## config.mk

```make
export PLATFORM = sky130hd
export DESIGN_NAME = integer_to_ascii_formatter
export DESIGN_NICKNAME = d
export VERILOG_FILES = /design/src/design/iaf_pkg.sv /design/src/design/iaf_datapath.sv /design/src/design/iaf_ctrl.sv /design/src/design/integer_to_ascii_formatter.sv
export SDC_FILE = /design/constraint.sdc
export NUM_CORES = 1
export LEC_CHECK = 0
export BUFFER_PORTS_ARGS = -buffer_cell sky130_fd_sc_hd__buf_2
export CAP_MARGIN = 20
export CORE_UTILIZATION = 25
export CTS_CLUSTER_DIAMETER = 120
export DETAILED_ROUTE_END_ITERATION = 12
export PLACE_DENSITY_LB_ADDON = 0.05
export SLEW_MARGIN = 20
export SYNTH_ARGS = -nofsm -noshare
export SYNTH_HDL_FRONTEND = slang
export SYNTH_HIERARCHICAL = 1
export SYNTH_SLANG_ARGS = --single-unit
```

## constraint.sdc

```tcl
create_clock -name clk -period 5.6 [get_ports clk]
set_clock_uncertainty 0.2 [all_clocks]
set_input_delay 0.84 -clock clk [delete_from_list [all_inputs] [get_ports clk]]
set_output_delay 0.84 -clock clk [all_outputs]
set_load 0.02 [all_outputs]
```

## src/design/iaf_pkg.sv

```systemverilog
package iaf_pkg;

  // format selector codes
  localparam logic [1:0] FMT_SDEC  = 2'd0;
  localparam logic [1:0] FMT_UDEC  = 2'd1;
  localparam logic [1:0] FMT_HEX32 = 2'd2;
  localparam logic [1:0] FMT_HEX64 = 2'd3;

  // ascii codes
  localparam logic [7:0] CH_ZERO  = 8'h30;
  localparam logic [7:0] CH_X     = 8'h78;
  localparam logic [7:0] CH_MINUS = 8'h2D;
  localparam logic [7:0] CH_A     = 8'h61;

  localparam int DEC_DIGITS = 10;
  localparam int CONV_STEPS = 32;

  typedef struct packed {
    logic [1:0]  req_type;
    logic [63:0] value;
  } req_t;

  typedef struct packed {
    logic [7:0] char_code;
    logic       last_char;
  } rsp_t;

  // which character the datapath shows
  typedef enum logic [1:0] {
    CSEL_MINUS,
    CSEL_ZERO,
    CSEL_X,
    CSEL_DIGIT
  } csel_t;

  typedef struct packed {
    logic  load;
    logic  conv_step;
    logic  prep;
    logic  emit_shift;
    csel_t csel;
  } iaf_cmd_t;

  typedef struct packed {
    logic neg;
    logic conv_done;
    logic last;
  } iaf_sts_t;

  function automatic logic [7:0] hex_char(input logic [3:0] nib);
    logic [7:0] code;
    if (nib < 4'd10) begin
      code = CH_ZERO + {4'b0, nib};
    end else begin
      code = CH_A + {4'b0, nib - 4'd10};
    end
    return code;
  endfunction

endpackage

```

## src/design/iaf_datapath.sv

```systemverilog
module iaf_datapath
  import iaf_pkg::*;
(
  input  logic     clk,
  input  req_t     in_data,
  input  iaf_cmd_t cmd,
  output iaf_sts_t sts,
  output rsp_t     out_data
);

  logic [63:0]                  shreg;
  logic [DEC_DIGITS-1:0][3:0]   bcd;
  logic [DEC_DIGITS-1:0][3:0]   adj;
  logic [DEC_DIGITS*4:0]        bcd_shift;
  logic [4:0]                   step;
  logic [3:0]                   cnt;
  logic [3:0]                   msd;
  logic                         neg;
  logic                         is_hex;
  logic [31:0]                  lo;
  logic [31:0]                  mag;
  logic                         lo_neg;
  logic [3:0]                   nib;

  assign lo     = in_data.value[31:0];
  assign lo_neg = (in_data.req_type == FMT_SDEC) && lo[31];
  assign mag    = lo_neg ? (32'd0 - lo) : lo;

  // add-3 correction before each shift
  always_comb begin
    for (int i = 0; i < DEC_DIGITS; i++) begin
      adj[i] = (bcd[i] >= 4'd5) ? bcd[i] + 4'd3 : bcd[i];
    end
  end

  // corrected digits shifted left by one, next binary bit entering at the bottom
  assign bcd_shift = {adj, shreg[63]};

  // most significant nonzero digit, zero prints one digit
  always_comb begin
    msd = '0;
    for (int i = 0; i < DEC_DIGITS; i++) begin
      if (bcd[i] != 4'd0) msd = 4'(i);
    end
  end

  always_ff @(posedge clk) begin
    if (cmd.load) begin
      neg    <= lo_neg;
      is_hex <= (in_data.req_type == FMT_HEX32) || (in_data.req_type == FMT_HEX64);
      bcd    <= '0;
      step   <= '0;
      unique case (in_data.req_type)
        FMT_HEX64: begin
          shreg <= in_data.value;
          cnt   <= 4'd15;
        end
        FMT_HEX32: begin
          shreg <= {lo, 32'd0};
          cnt   <= 4'd7;
        end
        default: begin
          shreg <= {mag, 32'd0};
          cnt   <= 4'd7;
        end
      endcase
    end else if (cmd.conv_step) begin
      bcd   <= bcd_shift[DEC_DIGITS*4-1:0];
      shreg <= {shreg[62:0], 1'b0};
      step  <= step + 5'd1;
    end else if (cmd.prep) begin
      cnt <= msd;
    end else if (cmd.emit_shift) begin
      shreg <= {shreg[59:0], 4'd0};
      cnt   <= cnt - 4'd1;
    end
  end

  assign sts.neg       = neg;
  assign sts.conv_done = (step == 5'(CONV_STEPS - 1));
  assign sts.last      = (cnt == 4'd0);

  assign nib = is_hex ? shreg[63:60] : bcd[cnt];

  always_comb begin
    case (cmd.csel)
      CSEL_MINUS: out_data.char_code = CH_MINUS;
      CSEL_ZERO:  out_data.char_code = CH_ZERO;
      CSEL_X:     out_data.char_code = CH_X;
      default:    out_data.char_code = hex_char(nib);
    endcase
    out_data.last_char = (cmd.csel == CSEL_DIGIT) && (cnt == 4'd0);
  end

endmodule

```

## src/design/iaf_ctrl.sv

```systemverilog
module iaf_ctrl
  import iaf_pkg::*;
(
  input  logic       clk,
  input  logic       rst,
  input  logic       in_valid,
  input  logic [1:0] req_type,
  output logic       in_ready,
  output logic       out_valid,
  input  logic       out_ready,
  input  iaf_sts_t   sts,
  output iaf_cmd_t   cmd
);

  typedef enum logic [6:0] {
    S_IDLE   = 7'b0000001,
    S_CONV   = 7'b0000010,
    S_PREP   = 7'b0000100,
    S_MINUS  = 7'b0001000,
    S_PFX0   = 7'b0010000,
    S_PFXX   = 7'b0100000,
    S_DIGITS = 7'b1000000
  } state_t;

  state_t state;
  state_t state_next;
  logic   in_xfer;
  logic   out_xfer;

  assign in_ready  = (state == S_IDLE);
  assign out_valid = (state == S_MINUS) || (state == S_PFX0) ||
                     (state == S_PFXX) || (state == S_DIGITS);
  assign in_xfer   = in_valid && in_ready;
  assign out_xfer  = out_valid && out_ready;

  always_comb begin
    state_next     = state;
    cmd.load       = 1'b0;
    cmd.conv_step  = 1'b0;
    cmd.prep       = 1'b0;
    cmd.emit_shift = 1'b0;
    cmd.csel       = CSEL_DIGIT;
    unique case (state)
      S_IDLE: begin
        if (in_xfer) begin
          cmd.load = 1'b1;
          if ((req_type == FMT_HEX32) || (req_type == FMT_HEX64)) begin
            state_next = S_PFX0;
          end else begin
            state_next = S_CONV;
          end
        end
      end
      S_CONV: begin
        cmd.conv_step = 1'b1;
        if (sts.conv_done) state_next = S_PREP;
      end
      S_PREP: begin
        cmd.prep   = 1'b1;
        state_next = sts.neg ? S_MINUS : S_DIGITS;
      end
      S_MINUS: begin
        cmd.csel = CSEL_MINUS;
        if (out_xfer) state_next = S_DIGITS;
      end
      S_PFX0: begin
        cmd.csel = CSEL_ZERO;
        if (out_xfer) state_next = S_PFXX;
      end
      S_PFXX: begin
        cmd.csel = CSEL_X;
        if (out_xfer) state_next = S_DIGITS;
      end
      S_DIGITS: begin
        if (out_xfer) begin
          if (sts.last) begin
            state_next = S_IDLE;
          end else begin
            cmd.emit_shift = 1'b1;
          end
        end
      end
      default: state_next = S_IDLE;
    endcase
  end

  always_ff @(posedge clk) begin
    if (rst) begin
      state <= S_IDLE;
    end else begin
      state <= state_next;
    end
  end

endmodule

```

## src/design/integer_to_ascii_formatter.sv

```systemverilog
// channel   dir  handshake              payload
// in        in   in_valid / in_ready    req_t   {req_type, value}
// out       out  out_valid / out_ready  rsp_t   {char_code, last_char}
//
// sequence: hex formats load, then give one character per cycle while out_ready
//   is high (10 chars for hex32, 18 for hex64); decimal formats load, run the
//   double-dabble shift steps and a digit-count step, then give 1 to 11 chars
// the 32-step shift-add-3 loop in the datapath does the decimal conversion
// reset: rst is synchronous, returns the controller to idle; no data cleared
// stalls: a character stays on out_data while out_ready is low; in_ready
//   rises again the cycle after the last character's transfer
module integer_to_ascii_formatter
  import iaf_pkg::*;
(
  input  logic clk,
  input  logic rst,
  input  logic in_valid,
  output logic in_ready,
  input  req_t in_data,
  output logic out_valid,
  input  logic out_ready,
  output rsp_t out_data
);

  iaf_cmd_t cmd;
  iaf_sts_t sts;

  // sequencer: load, convert decimal values, then walk through the characters
  iaf_ctrl u_ctrl (
    .clk       (clk),
    .rst       (rst),
    .in_valid  (in_valid),
    .req_type  (in_data.req_type),
    .in_ready  (in_ready),
    .out_valid (out_valid),
    .out_ready (out_ready),
    .sts       (sts),
    .cmd       (cmd)
  );

  // shift register, bcd digits and digit counter
  iaf_datapath u_dp (
    .clk      (clk),
    .in_data  (in_data),
    .cmd      (cmd),
    .sts      (sts),
    .out_data (out_data)
  );

`ifndef SYNTHESIS
  // one item at a time: never taking input while a character is shown
  a_no_overlap: assert property (@(posedge clk) disable iff (rst)
    !(in_ready && out_valid))
    else $error("input ready while output valid");

  // a hex item starts its output with '0' right away
  a_hex_prefix: assert property (@(posedge clk) disable iff (rst)
    (in_valid && in_ready &&
     ((in_data.req_type == FMT_HEX32) || (in_data.req_type == FMT_HEX64)))
    |=> (out_valid && out_data.char_code == CH_ZERO && !out_data.last_char))
    else $error("hex prefix missing");

  // a decimal item first runs the conversion
  a_dec_conv: assert property (@(posedge clk) disable iff (rst)
    (in_valid && in_ready &&
     ((in_data.req_type == FMT_SDEC) || (in_data.req_type == FMT_UDEC)))
    |=> !out_valid)
    else $error("decimal output before conversion");

  // the last character frees the block
  a_last_idle: assert property (@(posedge clk) disable iff (rst)
    (out_valid && out_ready && out_data.last_char) |=> in_ready)
    else $error("not idle after last character");
`endif

endmodule
```

==> results.md <==
- Final max-slew violation count: 0
- Mapped Area: around 8500 um^2
- Post-synth top area cell: edfxtp_1
- TritonCTS Buffers: 17
- Clock-pin slew on the worst setup and hold paths: 0.06 ns
- Initial antenna violation count: 2
- Post-synth EDFFs: 70
- Final TNS setup: 0 ns
- Worst path top cell family by delay: multiplexers
- Avg Cell Area, Syn: ~9.0 um^2
- Row cnt: 66
- Post_cts resized: 0
- Tcrit/Tclk final: 79.8%
- Leak pwr: 0.00348 uW
- Port bufs: 78
- Power per cell area: ~340 nW/um^2
- Buffer depth of the longest clock path: 2
- Cells after Synth: 940
- Layout cells sized above 1: about 14%
- Post-CTS setup repair buffer count: 0
- Clk root buf: clkbuf_16
- CTS sink cnt: ~120
- WP buf/inv: 1
- Register bit total from synthesis: 122
- Layout fillers: around 3600
- Largest stage delay on the critical path: about 0.8 ns
- Worst path cell trace: mux4_1 > mux2i_1 > o22ai_1 > mux2i_1 > ha_1 > xnor2_1 > o21ai_0 > o22ai_1 > buf_2
- Worst Path Required: roughly 4.6 ns
- Synth top area cells: edfxtp_1, dfxtp_1, mux2i_1, o21ai_0, ha_1
- Via Count: slightly above 7000
- CORE AREA: about 33000 um^2
- Clk_lat worst skew: 0.43 ns
- Worst Path Arrival: between 3 and 4 ns
- Synth async-reset ratio: 0%
- Measured slew at the worst slew-check pin: 0.930 ns
- Max Freq: between 0.2 and 0.25 GHz
- Layout area overhead: 16.4%
- DR pass1 iterations: 5
- Ports: 81
- Syn. warnings: 6
- Worst setup margin: ~1.1 ns
- Full die area: 34500 um^2
- Critical path endpoint category: primary output
- First-pass GRT wire length: 43600 um
- DRC viols: 0
- Worst vdd ir: approximately 230 uV
- Routability cong.: approximately 0.75
- Detailed placement HPWL: 19800 um
- Yosys top cell area share: 24.9%
- Die H: 186 um
- Max-Cap Viols: 0
- Number of routed nets with antenna violations: 0
- Vias per inst: roughly 5
- Final Critical Period: roughly 4.5 ns
- Kind of critical path: reg -> out
- H-tree levels: 4
- Min-Delay Path Class: reg -> reg
- TritonCTS clock tree: done
- Final hold viol count: 0
- Final setup fails: 0
- Crit path max fanout: 14
- Worst slack at placement: around 1.6 ns
- Cell with the most instances after synthesis: mux2i_1
- GRT Residual Overflow: 0
- Initial Util: around a quarter
- Hold Buf Count CTS: 0
- Most used DFF post-synth: edfxtp_1
- Drt wl/cell: 19.5 um
- Syn_nets: 1040
- Gr usage total: about 17%
- Largest net degree at the start of global routing: between 60 and 70
- Die X: 186 um
- Top post-synthesis cells by count: mux2i_1, nor2_1, o21ai_0
- RSZ-0062 raised after global routing: false
- Initial DRC count: roughly 330
- Slowest stage cell, crit path: edfxtp_1
- Wirelength, routed: 28100 um
- Vias in the first global route: 7036
- Crit path launch type: flop
- Fin nets: 1086
- Number of library cell types mapped by synthesis: 63
- Sequential element share of the synthesized area: a little under two fifths
- Status: finished clean
- Slew HR: between 30% and 40%
-- layer usage --
layer,GRT usage (%),up-vias,routed length (um)
li1,-,3488,-
met1,24.2,3432,14300
met2,26.6,103,12600
met3,3.23,14,881
met4,3.51,0,264
met5,0,-,0
-- worst register-to-register path, cell delays in order, from the launching register on --
cell	delay, ns
dfxtp_1	0.40
nor2_1	0.25
and3b_1	0.26
nand3b_1	0.16
inv_1	0.13
and2_4	0.63
inv_1	0.68
o211ai_1	0.35
buf_12	0.36
-- cell families after synthesis --
family | after synthesis | synth area share (%)
AOI/OAI and AO/OA | 244 | 17.5
buffers and inverters | 98 | 4.96
DFF | 122 | 37.2
xor gates and xnor gates | 55 | 5.70
adders and majority gates | 30 | 4.44
other | 2 | 0.0889
muxes | 109 | 14.3
and+or+nand+nor | 280 | 15.8
-- cell usage in the layout (no fill, tap or decap), drive strengths merged, types with 16 or more instances in the layout --
master / synthesis / final
nor3: 21 / 21
nor2: 92 / 92
a21oi: 70 / 70
ha: 30 / 30
o21ai: 93 / 93
xnor2: 24 / 24
nand3: 16 / 16
edfxtp: 70 / 70
inv: 37 / 39
mux2i: 97 / 97
nand2: 81 / 81
buf: 25 / 87
dfxtp: 52 / 52
clkbuf: 35 / 18
xor2: 31 / 31
-- final cells by class --
| class | instances | area, um^2 | share of cell area (%) |
|---|---|---|---|
| multi-input cells | 720 | 4890 | 49.8 |
| flip-flops and latches | 122 | 3140 | 32.0 |
| well taps | 442 | 553 | 5.62 |
| repair buffers | 87 | 470 | 4.78 |
| clock buffers | 18 | 429 | 4.36 |
| clock inverters | 14 | 196 | 2.00 |
| inverters | 38 | 145 | 1.48 |
| diodes | 1 | 2.50 | 0.0254 |
-- power breakdown --
group | total [uW] | switching (uW) | internal [uW]
clock network | 1200 | 453 | 748
logic | 810 | 506 | 304
registers | 1340 | 139 | 1200
-- final timing paths --
| check | from | endpoint | slack [ns] | cells after the start |
|---|---|---|---|---|
| setup / recovery | u_dp/cnt[0] | out_data[3] | 1.13 | 9 |
| hold / removal | u_dp/step[4] | u_dp/step[4] | 0.31 | 2 |
| setup reg to reg | u_ctrl/state[3] | u_dp/shreg[29] | 1.78 | 8 |
| hold reg to reg | u_dp/step[4] | u_dp/step[4] | 0.31 | 2 |
-- through the flow --
| stage | total power (uW) | utilization, % | area, um^2 | hold WS [ns] | instances |
|---|---|---|---|---|---|
| 6_report | 3350 | 29.9 | 9830 | 0.315 | 1442 |
| 2_1_floorplan | 1890 | - | 8450 | 0.257 | 940 |
| 3_5_place_dp | 2180 | 28.0 | 9210 | 0.293 | 1409 |
| 5_1_grt | 3550 | 29.9 | 9830 | 0.338 | 1441 |
| 4_1_cts | 3410 | 29.9 | 9830 | 0.314 | 1441 |
| 3_3_place_gp | 2190 | 28.0 | 9210 | 0.288 | 1409 |
-- flip-flops by register name (all words and copies together) (netlist names) --
signal / count
u_ctrl/state: 7
u_dp/shreg: 64
u_dp/is_hex: 1
u_dp/neg: 1
u_dp/bcd: 40
u_dp/cnt: 4
u_dp/step: 5
No activity file was read; power rests on OpenSTA's default activity.
